**src/design/tlnf_pkg.sv**
```systemverilog
package tlnf_pkg;

  localparam int unsigned NumberDigitsDefault = 6;
  localparam int unsigned QueueDepthDefault   = 4;

  localparam logic [7:0] CharTab     = 8'd9;
  localparam logic [7:0] CharNewline = 8'd10;
  localparam logic [7:0] CharSpace   = 8'd32;
  localparam logic [7:0] CharDollar  = 8'd36;
  localparam logic [7:0] CharZero    = 8'd48;
  localparam logic [7:0] CharQuery   = 8'd63;
  localparam logic [7:0] CharUpperI  = 8'd73;
  localparam logic [7:0] CharCaret   = 8'd94;
  localparam logic [7:0] CharDelete  = 8'd127;
  localparam logic [7:0] CtrlOffset  = 8'd64;
  localparam logic [7:0] CtrlLimit   = 8'd32;

  typedef enum logic [2:0] {
    RegNumberAll      = 3'd0,
    RegNumberNonblank = 3'd1,
    RegSqueezeBlank   = 3'd2,
    RegShowEnds       = 3'd3,
    RegShowTabs       = 3'd4,
    RegShowNonprint   = 3'd5
  } cfg_reg_e;

  typedef struct packed {
    logic number_all;
    logic number_nonblank;
    logic squeeze_blank;
    logic show_ends;
    logic show_tabs;
    logic show_nonprinting;
  } cfg_t;

  // one queued item: optional number prefix, then one or two body bytes
  typedef struct packed {
    logic       prefix;
    logic       two;
    logic [7:0] b0;
    logic [7:0] b1;
  } cmd_t;

endpackage

```
**src/design/tlnf_fifo.sv**
```systemverilog
module tlnf_fifo #(
  parameter int unsigned Width = 8,
  parameter int unsigned Depth = 4
) (
  input  logic             clk_i,
  input  logic             rst_ni,
  input  logic             push_i,
  input  logic [Width-1:0] wdata_i,
  output logic             full_o,
  input  logic             pop_i,
  output logic [Width-1:0] rdata_o,
  output logic             empty_o
);

  localparam int unsigned PtrWidth = (Depth > 1) ? $clog2(Depth) : 1;
  localparam int unsigned CntWidth = $clog2(Depth + 1);
  localparam logic [PtrWidth-1:0] LastPtr = PtrWidth'(Depth - 1);
  localparam logic [CntWidth-1:0] FullCnt = CntWidth'(Depth);

  logic [Width-1:0]    mem_q [Depth];
  logic [PtrWidth-1:0] wr_ptr_q, wr_ptr_d;
  logic [PtrWidth-1:0] rd_ptr_q, rd_ptr_d;
  logic [CntWidth-1:0] count_q, count_d;
  logic                do_push, do_pop;

  assign full_o  = (count_q == FullCnt);
  assign empty_o = (count_q == '0);
  assign do_push = push_i && !full_o;
  assign do_pop  = pop_i && !empty_o;
  assign rdata_o = mem_q[rd_ptr_q];

  always_comb begin
    wr_ptr_d = wr_ptr_q;
    rd_ptr_d = rd_ptr_q;
    count_d  = count_q;
    if (do_push) begin
      wr_ptr_d = (wr_ptr_q == LastPtr) ? '0 : wr_ptr_q + 1'b1;
    end
    if (do_pop) begin
      rd_ptr_d = (rd_ptr_q == LastPtr) ? '0 : rd_ptr_q + 1'b1;
    end
    if (do_push && !do_pop) begin
      count_d = count_q + 1'b1;
    end else if (do_pop && !do_push) begin
      count_d = count_q - 1'b1;
    end
  end

  always_ff @(posedge clk_i or negedge rst_ni) begin
    if (!rst_ni) begin
      wr_ptr_q <= '0;
      rd_ptr_q <= '0;
      count_q  <= '0;
    end else begin
      wr_ptr_q <= wr_ptr_d;
      rd_ptr_q <= rd_ptr_d;
      count_q  <= count_d;
    end
  end

  always_ff @(posedge clk_i) begin
    if (do_push) begin
      mem_q[wr_ptr_q] <= wdata_i;
    end
  end

endmodule

```
**src/design/tlnf_front.sv**
```systemverilog
module tlnf_front #(
  parameter int unsigned NumberDigits = tlnf_pkg::NumberDigitsDefault
) (
  input  logic                      clk_i,
  input  logic                      rst_ni,
  input  tlnf_pkg::cfg_t            cfg_i,
  input  logic                      push_i,
  input  logic                      full_i,
  input  logic [7:0]                in_byte_i,
  input  logic                      file_start_i,
  output logic                      q_push_o,
  output tlnf_pkg::cmd_t            q_cmd_o,
  output logic [4*NumberDigits-1:0] q_digits_o,
  output logic [NumberDigits-1:0]   q_blank_o
);

  localparam int unsigned CountWidth = 4 * NumberDigits;

  logic [CountWidth-1:0]   count_q, count_d, count_eff, count_inc;
  logic [1:0]              run_q, run_d, run_eff, run_next;
  logic [NumberDigits:0]   all9;
  logic [NumberDigits:0]   zero_above;
  logic                    accept, is_nl, is_tab, squeezed, prefix;
  tlnf_pkg::cmd_t          cmd;

  assign accept = push_i && !full_i;

  always_comb begin
    count_eff = file_start_i ? CountWidth'(1) : count_q;
    run_eff   = file_start_i ? 2'd1 : run_q;
    is_nl     = (in_byte_i == tlnf_pkg::CharNewline);
    is_tab    = (in_byte_i == tlnf_pkg::CharTab);
    squeezed  = cfg_i.squeeze_blank && is_nl && (run_eff > 2'd1);
    if (cfg_i.number_nonblank) begin
      prefix = !is_nl && (run_eff != 2'd0);
    end else begin
      prefix = cfg_i.number_all && (run_eff != 2'd0);
    end

    // bcd increment, saturating at all nines
    all9[0] = 1'b1;
    for (int i = 0; i < NumberDigits; i++) begin
      all9[i+1] = all9[i] && (count_eff[4*i +: 4] == 4'd9);
    end
    for (int i = 0; i < NumberDigits; i++) begin
      if (all9[i] && !all9[NumberDigits]) begin
        count_inc[4*i +: 4] = (count_eff[4*i +: 4] == 4'd9) ? 4'd0
                                                             : count_eff[4*i +: 4] + 4'd1;
      end else begin
        count_inc[4*i +: 4] = count_eff[4*i +: 4];
      end
    end

    // leading zero suppression, lowest digit always shown
    zero_above[NumberDigits] = 1'b1;
    for (int i = NumberDigits - 1; i >= 0; i--) begin
      zero_above[i] = zero_above[i+1] && (count_eff[4*i +: 4] == 4'd0);
      q_blank_o[i]  = zero_above[i] && (i != 0);
    end

    if (!is_nl) begin
      run_next = 2'd0;
    end else if (run_eff == 2'd3) begin
      run_next = 2'd3;
    end else begin
      run_next = run_eff + 2'd1;
    end

    cmd.prefix = prefix;
    cmd.two    = 1'b1;
    cmd.b0     = tlnf_pkg::CharCaret;
    cmd.b1     = in_byte_i;
    priority if (cfg_i.show_ends && is_nl) begin
      cmd.b0 = tlnf_pkg::CharDollar;
      cmd.b1 = tlnf_pkg::CharNewline;
    end else if (cfg_i.show_tabs && is_tab) begin
      cmd.b1 = tlnf_pkg::CharUpperI;
    end else if (cfg_i.show_nonprinting && (in_byte_i < tlnf_pkg::CtrlLimit)
                 && !is_nl && !is_tab) begin
      cmd.b1 = in_byte_i + tlnf_pkg::CtrlOffset;
    end else if (cfg_i.show_nonprinting && (in_byte_i == tlnf_pkg::CharDelete)) begin
      cmd.b1 = tlnf_pkg::CharQuery;
    end else begin
      cmd.two = 1'b0;
      cmd.b0  = in_byte_i;
    end

    count_d = count_q;
    run_d   = run_q;
    if (accept) begin
      count_d = (!squeezed && prefix) ? count_inc : count_eff;
      run_d   = squeezed ? run_eff : run_next;
    end
  end

  assign q_push_o   = accept && !squeezed;
  assign q_cmd_o    = cmd;
  assign q_digits_o = count_eff;

  always_ff @(posedge clk_i or negedge rst_ni) begin
    if (!rst_ni) begin
      count_q <= CountWidth'(1);
      run_q   <= 2'd1;
    end else begin
      count_q <= count_d;
      run_q   <= run_d;
    end
  end

endmodule

```
**src/design/tlnf_back.sv**
```systemverilog
module tlnf_back #(
  parameter int unsigned NumberDigits = tlnf_pkg::NumberDigitsDefault
) (
  input  logic                      clk_i,
  input  logic                      rst_ni,
  input  logic                      q_empty_i,
  input  tlnf_pkg::cmd_t            q_cmd_i,
  input  logic [4*NumberDigits-1:0] q_digits_i,
  input  logic [NumberDigits-1:0]   q_blank_i,
  output logic                      q_pop_o,
  output logic                      empty_o,
  input  logic                      pop_i,
  output logic [7:0]                out_byte_o,
  output logic                      last_o
);

  localparam int unsigned PosWidth = $clog2(NumberDigits + 3);
  localparam logic [PosWidth-1:0] TabPos   = PosWidth'(NumberDigits);
  localparam logic [PosWidth-1:0] Body0Pos = PosWidth'(NumberDigits + 1);
  localparam logic [PosWidth-1:0] Body1Pos = PosWidth'(NumberDigits + 2);

  logic [PosWidth-1:0] k_q, k_d, idx;
  logic                out_valid_q, out_valid_d;
  logic [7:0]          out_byte_q, emit_byte;
  logic                out_last_q, emit_last;
  logic                advance;

  assign advance = !q_empty_i && (!out_valid_q || pop_i);
  assign idx     = q_cmd_i.prefix ? k_q : k_q + Body0Pos;

  always_comb begin
    emit_byte = q_cmd_i.b1;
    for (int i = 0; i < NumberDigits; i++) begin
      if (idx == PosWidth'(NumberDigits - 1 - i)) begin
        emit_byte = q_blank_i[i] ? tlnf_pkg::CharSpace
                                 : tlnf_pkg::CharZero + {4'd0, q_digits_i[4*i +: 4]};
      end
    end
    if (idx == TabPos) begin
      emit_byte = tlnf_pkg::CharTab;
    end else if (idx == Body0Pos) begin
      emit_byte = q_cmd_i.b0;
    end
    emit_last = ((idx == Body0Pos) && !q_cmd_i.two) || (idx == Body1Pos);

    k_d         = k_q;
    out_valid_d = out_valid_q;
    if (advance) begin
      k_d         = emit_last ? '0 : k_q + 1'b1;
      out_valid_d = 1'b1;
    end else if (pop_i) begin
      out_valid_d = 1'b0;
    end
  end

  assign q_pop_o    = advance && emit_last;
  assign empty_o    = !out_valid_q;
  assign out_byte_o = out_byte_q;
  assign last_o     = out_last_q;

  always_ff @(posedge clk_i or negedge rst_ni) begin
    if (!rst_ni) begin
      k_q         <= '0;
      out_valid_q <= 1'b0;
    end else begin
      k_q         <= k_d;
      out_valid_q <= out_valid_d;
    end
  end

  always_ff @(posedge clk_i) begin
    if (advance) begin
      out_byte_q <= emit_byte;
      out_last_q <= emit_last;
    end
  end

  a_step_count : assert property (@(posedge clk_i) disable iff (!rst_ni)
    (advance && !emit_last) |=> (k_q == $past(k_q) + 1'b1))
    else $error("byte position did not advance");

  a_step_wrap : assert property (@(posedge clk_i) disable iff (!rst_ni)
    (advance && emit_last) |=> (k_q == '0))
    else $error("byte position not cleared after last byte");

  a_head_held : assert property (@(posedge clk_i) disable iff (!rst_ni)
    (k_q != '0) |-> !q_empty_i)
    else $error("queue head lost in the middle of an item");

  a_last_pops : assert property (@(posedge clk_i) disable iff (!rst_ni)
    (!q_empty_i && !q_pop_o && (!out_valid_q || pop_i)) |=> !out_last_q)
    else $error("last byte sent without popping the queue");

endmodule

```
**src/design/text_line_number_filter.sv**
```systemverilog
// text_line_number_filter: line numbering filter for a byte stream
//
// input queue side: present in_byte_i and file_start_i with push; the item is
// taken on a clock edge with push high and full low. file_start_i clears the
// line counter and blank-line run before its byte is handled.
// result queue side: while empty is low, out_byte_o/last_o hold the oldest
// output byte; pop takes it. last_o marks the final byte of one input item.
// a squeezed newline gives no output bytes at all.
// config side: cfg_index_i/cfg_data_i written when cfg_valid_i is high;
// cfg_ready_o is always high. write only while the block is idle.
// an item's first output byte passes the command queue, then the output register.
// the front end takes one item per cycle into a short command queue while full is
// low; the back end sends one output byte per cycle while the receiver pops, so an
// item gives one byte, two for an escaped byte, and NumberDigits+2 or +3 with a
// prefix. when the receiver stalls, the output register holds and the queue fills;
// full rises once the command queue is full. reset sets the config to zero, the
// line counter and blank-line run to one and the queue and output to empty.
module text_line_number_filter #(
  parameter int unsigned NumberDigits = tlnf_pkg::NumberDigitsDefault,
  parameter int unsigned QueueDepth   = tlnf_pkg::QueueDepthDefault
) (
  input  logic       clk_i,
  input  logic       rst_ni,
  input  logic       push,
  output logic       full,
  input  logic [7:0] in_byte_i,
  input  logic       file_start_i,
  output logic       empty,
  input  logic       pop,
  output logic [7:0] out_byte_o,
  output logic       last_o,
  input  logic       cfg_valid_i,
  output logic       cfg_ready_o,
  input  logic [2:0] cfg_index_i,
  input  logic       cfg_data_i
);

  localparam int unsigned CmdWidth   = $bits(tlnf_pkg::cmd_t);
  localparam int unsigned EntryWidth = CmdWidth + 5 * NumberDigits;

  tlnf_pkg::cfg_t            cfg_q, cfg_d;
  tlnf_pkg::cmd_t            f_cmd, b_cmd;
  logic [4*NumberDigits-1:0] f_digits, b_digits;
  logic [NumberDigits-1:0]   f_blank, b_blank;
  logic [EntryWidth-1:0]     q_wdata, q_rdata;
  logic                      q_push, q_pop, q_empty;

  assign cfg_ready_o = 1'b1;

  always_comb begin
    cfg_d = cfg_q;
    if (cfg_valid_i) begin
      unique case (tlnf_pkg::cfg_reg_e'(cfg_index_i))
        tlnf_pkg::RegNumberAll:      cfg_d.number_all       = cfg_data_i;
        tlnf_pkg::RegNumberNonblank: cfg_d.number_nonblank  = cfg_data_i;
        tlnf_pkg::RegSqueezeBlank:   cfg_d.squeeze_blank    = cfg_data_i;
        tlnf_pkg::RegShowEnds:       cfg_d.show_ends        = cfg_data_i;
        tlnf_pkg::RegShowTabs:       cfg_d.show_tabs        = cfg_data_i;
        tlnf_pkg::RegShowNonprint:   cfg_d.show_nonprinting = cfg_data_i;
        default:                     cfg_d = cfg_q;
      endcase
    end
  end

  always_ff @(posedge clk_i or negedge rst_ni) begin
    if (!rst_ni) begin
      cfg_q <= '0;
    end else begin
      cfg_q <= cfg_d;
    end
  end

  tlnf_front #(
    .NumberDigits(NumberDigits)
  ) u_front (
    .clk_i       (clk_i),
    .rst_ni      (rst_ni),
    .cfg_i       (cfg_q),
    .push_i      (push),
    .full_i      (full),
    .in_byte_i   (in_byte_i),
    .file_start_i(file_start_i),
    .q_push_o    (q_push),
    .q_cmd_o     (f_cmd),
    .q_digits_o  (f_digits),
    .q_blank_o   (f_blank)
  );

  assign q_wdata = {f_blank, f_digits, f_cmd};
  assign {b_blank, b_digits, b_cmd} = q_rdata;

  tlnf_fifo #(
    .Width(EntryWidth),
    .Depth(QueueDepth)
  ) u_queue (
    .clk_i  (clk_i),
    .rst_ni (rst_ni),
    .push_i (q_push),
    .wdata_i(q_wdata),
    .full_o (full),
    .pop_i  (q_pop),
    .rdata_o(q_rdata),
    .empty_o(q_empty)
  );

  tlnf_back #(
    .NumberDigits(NumberDigits)
  ) u_back (
    .clk_i     (clk_i),
    .rst_ni    (rst_ni),
    .q_empty_i (q_empty),
    .q_cmd_i   (b_cmd),
    .q_digits_i(b_digits),
    .q_blank_i (b_blank),
    .q_pop_o   (q_pop),
    .empty_o   (empty),
    .pop_i     (pop),
    .out_byte_o(out_byte_o),
    .last_o    (last_o)
  );

endmodule

```
**config.mk**
```make
export PLATFORM = sky130hd
export DESIGN_NAME = text_line_number_filter
export DESIGN_NICKNAME = d
export VERILOG_FILES = /design/src/design/tlnf_pkg.sv /design/src/design/tlnf_fifo.sv /design/src/design/tlnf_front.sv /design/src/design/tlnf_back.sv /design/src/design/text_line_number_filter.sv
export SDC_FILE = /design/constraint.sdc
export NUM_CORES = 1
export LEC_CHECK = 0
export ABC_CLOCK_PERIOD_IN_PS = 4500
export BUFFER_PORTS_ARGS = -buffer_cell sky130_fd_sc_hd__buf_2
export CELL_PAD_IN_SITES_DETAIL_PLACEMENT = 1
export CELL_PAD_IN_SITES_GLOBAL_PLACEMENT = 2
export CORE_UTILIZATION = 46
export DETAILED_ROUTE_END_ITERATION = 12
export HOLD_SLACK_MARGIN = 0.1
export PLACE_DENSITY_LB_ADDON = 0.05
export REMOVE_ABC_BUFFERS = 1
export SYNTH_ARGS = -nofsm -noshare
export SYNTH_HDL_FRONTEND = slang
export SYNTH_SLANG_ARGS = --single-unit
```
**constraint.sdc**
```tcl
create_clock -name clk_i -period 4.5 [get_ports clk_i]
set_clock_uncertainty 0.1 [all_clocks]
set_input_delay 0.225 -clock clk_i [delete_from_list [all_inputs] [get_ports clk_i]]
set_output_delay 0.225 -clock clk_i [all_outputs]
set_load 0.02 [all_outputs]
```
Yosys cells after proc, flatten, opt, wreduce, memory -nomap -nowiden
Memory sizes are Yosys's and may differ from the RTL's.
Cells that the tools add are included.
Storage, ports and cells
  bits in registers: 53
  input bits: 18
  memory bits (writable): 188
  logic and storage cells: 177
  memories: 1
Operators by class
  mux-type cells: 50
  $lt $le $gt $ge: 2
  reduce and logical (&&, ||, !) cells: 63
  add/subtract/negate cells: 20
  eq/ne operators: 26
Memories
  u_queue.mem_q: words 4, bits a word 47, read ports 1, clocked after Yosys merged registers in 0, wr ports 1, line tlnf_fifo.sv:20  | logic [Width-1:0] mem_q [Depth];
Operators by type and width (number)
  8-bit 2-to-1 mux: 16
  4-bit 2-to-1 mux: 14
  24-bit 2-to-1 mux: 2
  6-bit by 4-bit adder with 7-bit output (first input constant): 6
  1-bit logical AND: 34
  4-bit by 1-bit adder with 4-bit output (second input constant): 7
  4-bit == test (second input constant): 7
  9-bit 2-to-1 mux: 3
  4-bit zero test: 6
  4-bit by 3-bit == test with 1-bit output (second input constant): 4
  8-bit by 4-bit == test with 1-bit output (second input constant): 2
  16-bit 2-to-1 mux: 1
  2-bit 2-to-1 mux: 6
  2-bit AND reduction: 6
  1-bit zero test: 10
  3-bit == test (second input constant): 3
  8-bit by 7-bit adder with 8-bit output (second input constant): 1
  4-bit by 2-bit == test with 1-bit output (second input constant): 2
  8-bit by 7-bit == test with 1-bit output (second input constant): 1
  8-bit by 6-bit < comparator with 1-bit output (second input constant): 1
  2-bit by 1-bit adder with 2-bit output (second input constant): 3
  2-bit == test (second input constant): 3
  3-bit by 2-bit == test with 1-bit output (second input constant): 2
  3-bit zero test: 2
  other kinds (10): 19

Longest topological paths before layout
  depth after elaboration: 11
  mapped depth: 16
  gate-level depth less buffers: 14

By module
Synthesis repeated with hierarchy kept, for this count alone.
Unflattened totals
  cells, all modules: 801
  area total of the unflattened synthesis: 11558.6 um^2
By module, submodules not included
  tlnf_fifo: seq. area each 5940.7 um^2, area each 7354.6 um^2, cells each 288, times used 1
  tlnf_front: seq. area each 653.1 um^2, area each 2386.0 um^2, cells each 313, times used 1
  tlnf_back: seq. area each 395.4 um^2, area each 1507.7 um^2, cells each 180, times used 1
  text_line_number_filter: seq. area each 150.1 um^2, area each 310.3 um^2, cells each 20, times used 1

Least setup slack after synthesis
No wires, ideal clock.
  path kind: reg2reg
  from: register u_back.k_q[0]
  to: register u_queue.count_q[2]
  setup time: 79 ps
  arrival: 3249 ps
  clock period less this slack: 3428 ps
  data required time: 4321 ps
  buffers on the path: 2
  stages on the path, launching flop included: 17
  slack: 1072 ps
  cell sequence: dfrtp_1 -> clkbuf_1 -> inv_1 -> ha_1 -> clkbuf_1 -> nand2b_1 -> o21ai_0 -> a32oi_2 -> o21ai_1 -> o21bai_2 -> nand2_2 -> ha_1 -> inv_1 -> fa_1 -> xor2_1 -> nor2_1 -> xor2_1
On the way
  cells in the longest elaborated chain, start to end: 10
  elaborated cells on any way between the ends: 13
  classes of those cells: add/sub (1); eq/ne (2); mux (2); reduce/logical (8)
Ends and longest elaborated chain
  start: declaration: line tlnf_back.sv:22  | logic [PosWidth-1:0] k_q, k_d, idx;
  start signal: assignment: line tlnf_back.sv:66  | k_q <= k_d;
  4-bit by 3-bit adder with 4-bit output: line tlnf_back.sv:29  | assign idx = q_cmd_i.prefix ? k_q : k_q + Body0Pos;
  4-bit 2-to-1 mux *: line tlnf_back.sv:29
  4-bit by 3-bit == test with 1-bit output: line tlnf_back.sv:44  | emit_last = ((idx == Body0Pos) && !q_cmd_i.two) || (idx == Body1Pos);
  1-bit logical AND: line tlnf_back.sv:44
  1-bit logical OR *: line tlnf_back.sv:44
  via u_back.emit_last: line tlnf_back.sv:25  | logic out_last_q, emit_last;
  1-bit logical AND *: line tlnf_back.sv:56  | assign q_pop_o = advance && emit_last;
  1-bit logical AND *: line tlnf_fifo.sv:29  | assign do_pop = pop_i && !empty_o;
  1-bit zero test: line tlnf_fifo.sv:42  | if (do_push && !do_pop) begin
  1-bit logical AND: line tlnf_fifo.sv:42
  3-bit 2-to-1 mux / 2-bit nonzero test (equally long branches)
  end signal: assignment: line tlnf_fifo.sv:57  | count_q <= count_d;
  end: declaration: line tlnf_fifo.sv:23  | logic [CntWidth-1:0] count_q, count_d;
The timed path passes the listed nets; every way through them passes the cells marked *.
A chain may end at the register's enable or synchronous reset.

Final worst setup path
Ends and elaborated chain as after synthesis.

==> out/qor.yml <==
status: "completed"
post-dp-hpwl_mm: 17.1
first_iter_violations: 349
multi_input_area_sq_mm: 0.00364
synthTopCellsByCount: "197 x edfxtp_1, 47 x mux4_2, 42 x dfrtp_1, 42 x nor2b_1"
synth_enable_flop_cells: 197
hold_buffers: 16
cts_buffers: 26
vdd_drop_max_uv: 294
fin_cells: 1125
cts_sinks: 241
syn_area_per_cell_sq_um: 14.8
ys_warn_count: 0
die-area_sq_mm: 0.0244
fmax_mhz: 260
drt-total-wl_mm: 25.9
min_path_type: "in2reg"
cp.arrival_ns: 4.18
row_count: 56
postRouteAntennaNets: 0
cts_resized: 0
worst_pin_slew_ns: 0.985
cp_slowest_stage_delay_ns: 0.68
clk_pin_slew_ns: 0.06
antenna_found_initial: 1
first_global_vias: 6904
die_y_um: 156
crit_path_end: "u_queue.count_q[2]$_DFFE_PN0P_"
crit_chain: "inv_1 -> ha_1 -> nand2b_1 -> o21ai_0 -> a32oi_2 -> o21ai_1 -> o21bai_2 -> nand2_2 -> ha_1 -> inv_1 -> fa_1 -> xor2_1 -> nor2_1 -> xor2_1"
crit_type: "reg2reg"
synth_cell_type_count: 86
seq_area_sq_mm: 0.00702
critPathMaxFanout: 16
path_delay_family: "adder cells"
fill_cells: 2282
synth_top_flop_cell: "edfxtp_1"
rr_worst_depth: 14
drive_gt1_frac: 0.213
cts_tree: "built"
cp-startpoint: "u_back.k_q[0]$_DFFE_PN0P_"
syn_to_final_growth_pct: 15.0
crit_cells: 14
postSynthCellCount: 741
ys_seq_area_frac: 0.642
dr.pass1.iters: 5
synth_area_leader_cell: "edfxtp_1"
htreeDepth: 1
fin_nets: 815
route.detailed.drc: 0
synth_top_area_share: 0.541
drv_slew: 0
clk_path_buf_depth: 3
clk_latency_ns: 0.53
finalCritPeriodShare: 0.855
maxSlewHeadroom: 0.335
die_x_um: 156
worst-path-buf-inv: 2
gr-usage-all-layers: 0.219
drv_cap: 0
dp.cells: 1061
cts_setup_buffers: 0
yosysMostFrequentCell: "edfxtp_1"
vias: 6567
grt_pass1_wl_mm: 40.1
worstReg2RegStart: "u_back.k_q[0]$_DFFE_PN0P_"
insertedDiodeCount: 0
setup_viol: 0
wl_per_cell_um: 23.1
cts_root_buf: "clkbuf_16"
vias_per_cell: 5.84
async_reset_ff_frac: 0.183
core_area_sq_mm: 0.0234
cp-end-kind: "flop"
initial_core_util: 0.467
setup.worst_path.start_class: "flop"
power_density_mw_per_mm2: 657
final_util: 0.537
crit_required_ns: 4.84
ff2ff_setup_slack_ns: 0.65
synth.ff_latch_count: 241
grt-ovfl-total: 0
grt_max_degree: 49
gp_congestion: 0.829
synth_area_leaders: "edfxtp_1 54%, mux4_2 9.7%, dfrtp_1 9.6%"
rsz0062_at_grt: "no"
ios: 30
r2r_end: "u_queue.count_q[2]$_DFFE_PN0P_"
netlist_area_sq_mm: 0.0109
hold_viol_final: 0
period_minus_slack_ns: 3.85
numPortBuffers: 28
slowest_stage: "dfrtp_1"
power.leakage_nw: 4.47
==> worst reg2reg max path, delay by kind of cell, from the launching register on <==
| family | cells | cell delay [ns] |
|---|---|---|
| and+or+nand+nor | 3 | 0.46 |
| adders and majority gates | 3 | 1.07 |
| DFF | 1 | 0.68 |
| AOI/OAI and AO/OA | 4 | 0.87 |
| xor gates and xnor gates | 2 | 0.32 |
| buffers and inverters | 2 | 0.28 |
==> how the worst min path moves through the flow <==
stage                 start                               to  slack, ns  depth (start not counted)
2_1_floorplan        rst_ni             cfg_q[0]$_DFFE_PN0P_      -0.17                          0
3_3_place_gp         rst_ni  u_queue.wr_ptr_q[1]$_DFFE_PN0P_       0.27                          2
3_5_place_dp         rst_ni  u_queue.wr_ptr_q[1]$_DFFE_PN0P_       0.29                          2
4_1_cts        in_byte_i[7]   u_queue.mem_q[2][15]$_DFFE_PP_       0.12                          3
5_1_grt        in_byte_i[7]   u_queue.mem_q[2][15]$_DFFE_PP_       0.15                          3
6_report       in_byte_i[7]   u_queue.mem_q[2][15]$_DFFE_PP_       0.14                          3
==> cells in the final DEF (no fill, tap or decap), types with 5 or more instances in the layout <==
| cell type | count |
|---|---|
| nor2b_1 | 42 |
| nor4_1 | 6 |
| buf_4 | 11 |
| a21o_1 | 10 |
| clkbuf_16 | 27 |
| and3_1 | 9 |
| nor2_1 | 34 |
| a31oi_1 | 7 |
| edfxtp_1 | 197 |
| nand2b_1 | 7 |
| nor3b_1 | 8 |
| ha_1 | 10 |
| dlygate4sd3_1 | 16 |
| dfrtp_1 | 40 |
| nor3_1 | 10 |
| mux2_2 | 8 |
| buf_2 | 28 |
| mux4_2 | 47 |
| nand4_1 | 10 |
| mux2i_1 | 7 |
| and2_1 | 6 |
| a21oi_1 | 21 |
| nand3_1 | 11 |
| o22ai_1 | 5 |
| o21ai_0 | 36 |
| bufinv_16 | 6 |
| inv_1 | 24 |
| nand2_1 | 36 |
==> flip-flops by register name (all words and copies together) (netlist names) <==
name                count
u_back.out_byte_o       8
u_front.run_q           2
u_front.count_q        24
cfg_q                   6
u_back.k_q              4
u_back.out_valid_q      1
u_queue.mem_q         188
u_queue.rd_ptr_q        2
u_back.last_o           1
u_queue.count_q         3
u_queue.wr_ptr_q        2
==> through the flow <==
stage	setup TNS, ns	worst slack [ns]	hold WS, ns	total power, mW	area (sq um)
floorplan	-0.639	-0.338	-0.171	5.07	10800
global placement	0	0.874	0.271	5.84	11400
detailed placement	0	0.721	0.288	5.96	11400
CTS	0	0.692	0.121	8.35	12600
global route	0	0.366	0.150	8.66	12600
finish	0	0.653	0.139	8.26	12600
==> layer usage <==
| metal | vias to the layer above | wire, um | track usage |
|---|---|---|---|
| met5 | - | 0 | 0 |
| met4 | 0 | 520 | 0.0593 |
| met3 | 34 | 798 | 0.0256 |
| met2 | 121 | 12800 | 0.360 |
| met1 | 3436 | 11800 | 0.310 |
| li1 | 2976 | - | - |
==> final cells by class <==
type	instances	area share
Tap cell	319	0.0318
Clock inverter	15	0.0189
Multi-Input combinational cell	434	0.290
Clock buffer	33	0.0579
Inverter	25	0.00746
Timing Repair Buffer	58	0.0352
Sequential cell	241	0.559
==> power breakdown <==
| part | switching (mW) | internal, mW |
|---|---|---|
| combinational | 1.57 | 1.06 |
| clock | 0.874 | 1.49 |
| sequential | 0.241 | 3.02 |
==> kinds of logic (layout without fill, tap and decap cells) <==
group                      Yosys count  after routing  synth area share
muxes                               64             64             0.114
adders and majority gates           11             11            0.0133
DFF                                241            241             0.642
other                                1              1          0.000343
buffers and inverters               66            131            0.0253
xor gates and xnor gates             6              6           0.00549
AOI/OAI and AO/OA                  131            131            0.0819
and+or+nand+nor                    221            221             0.118
Power figures use the tool's default switching activity.
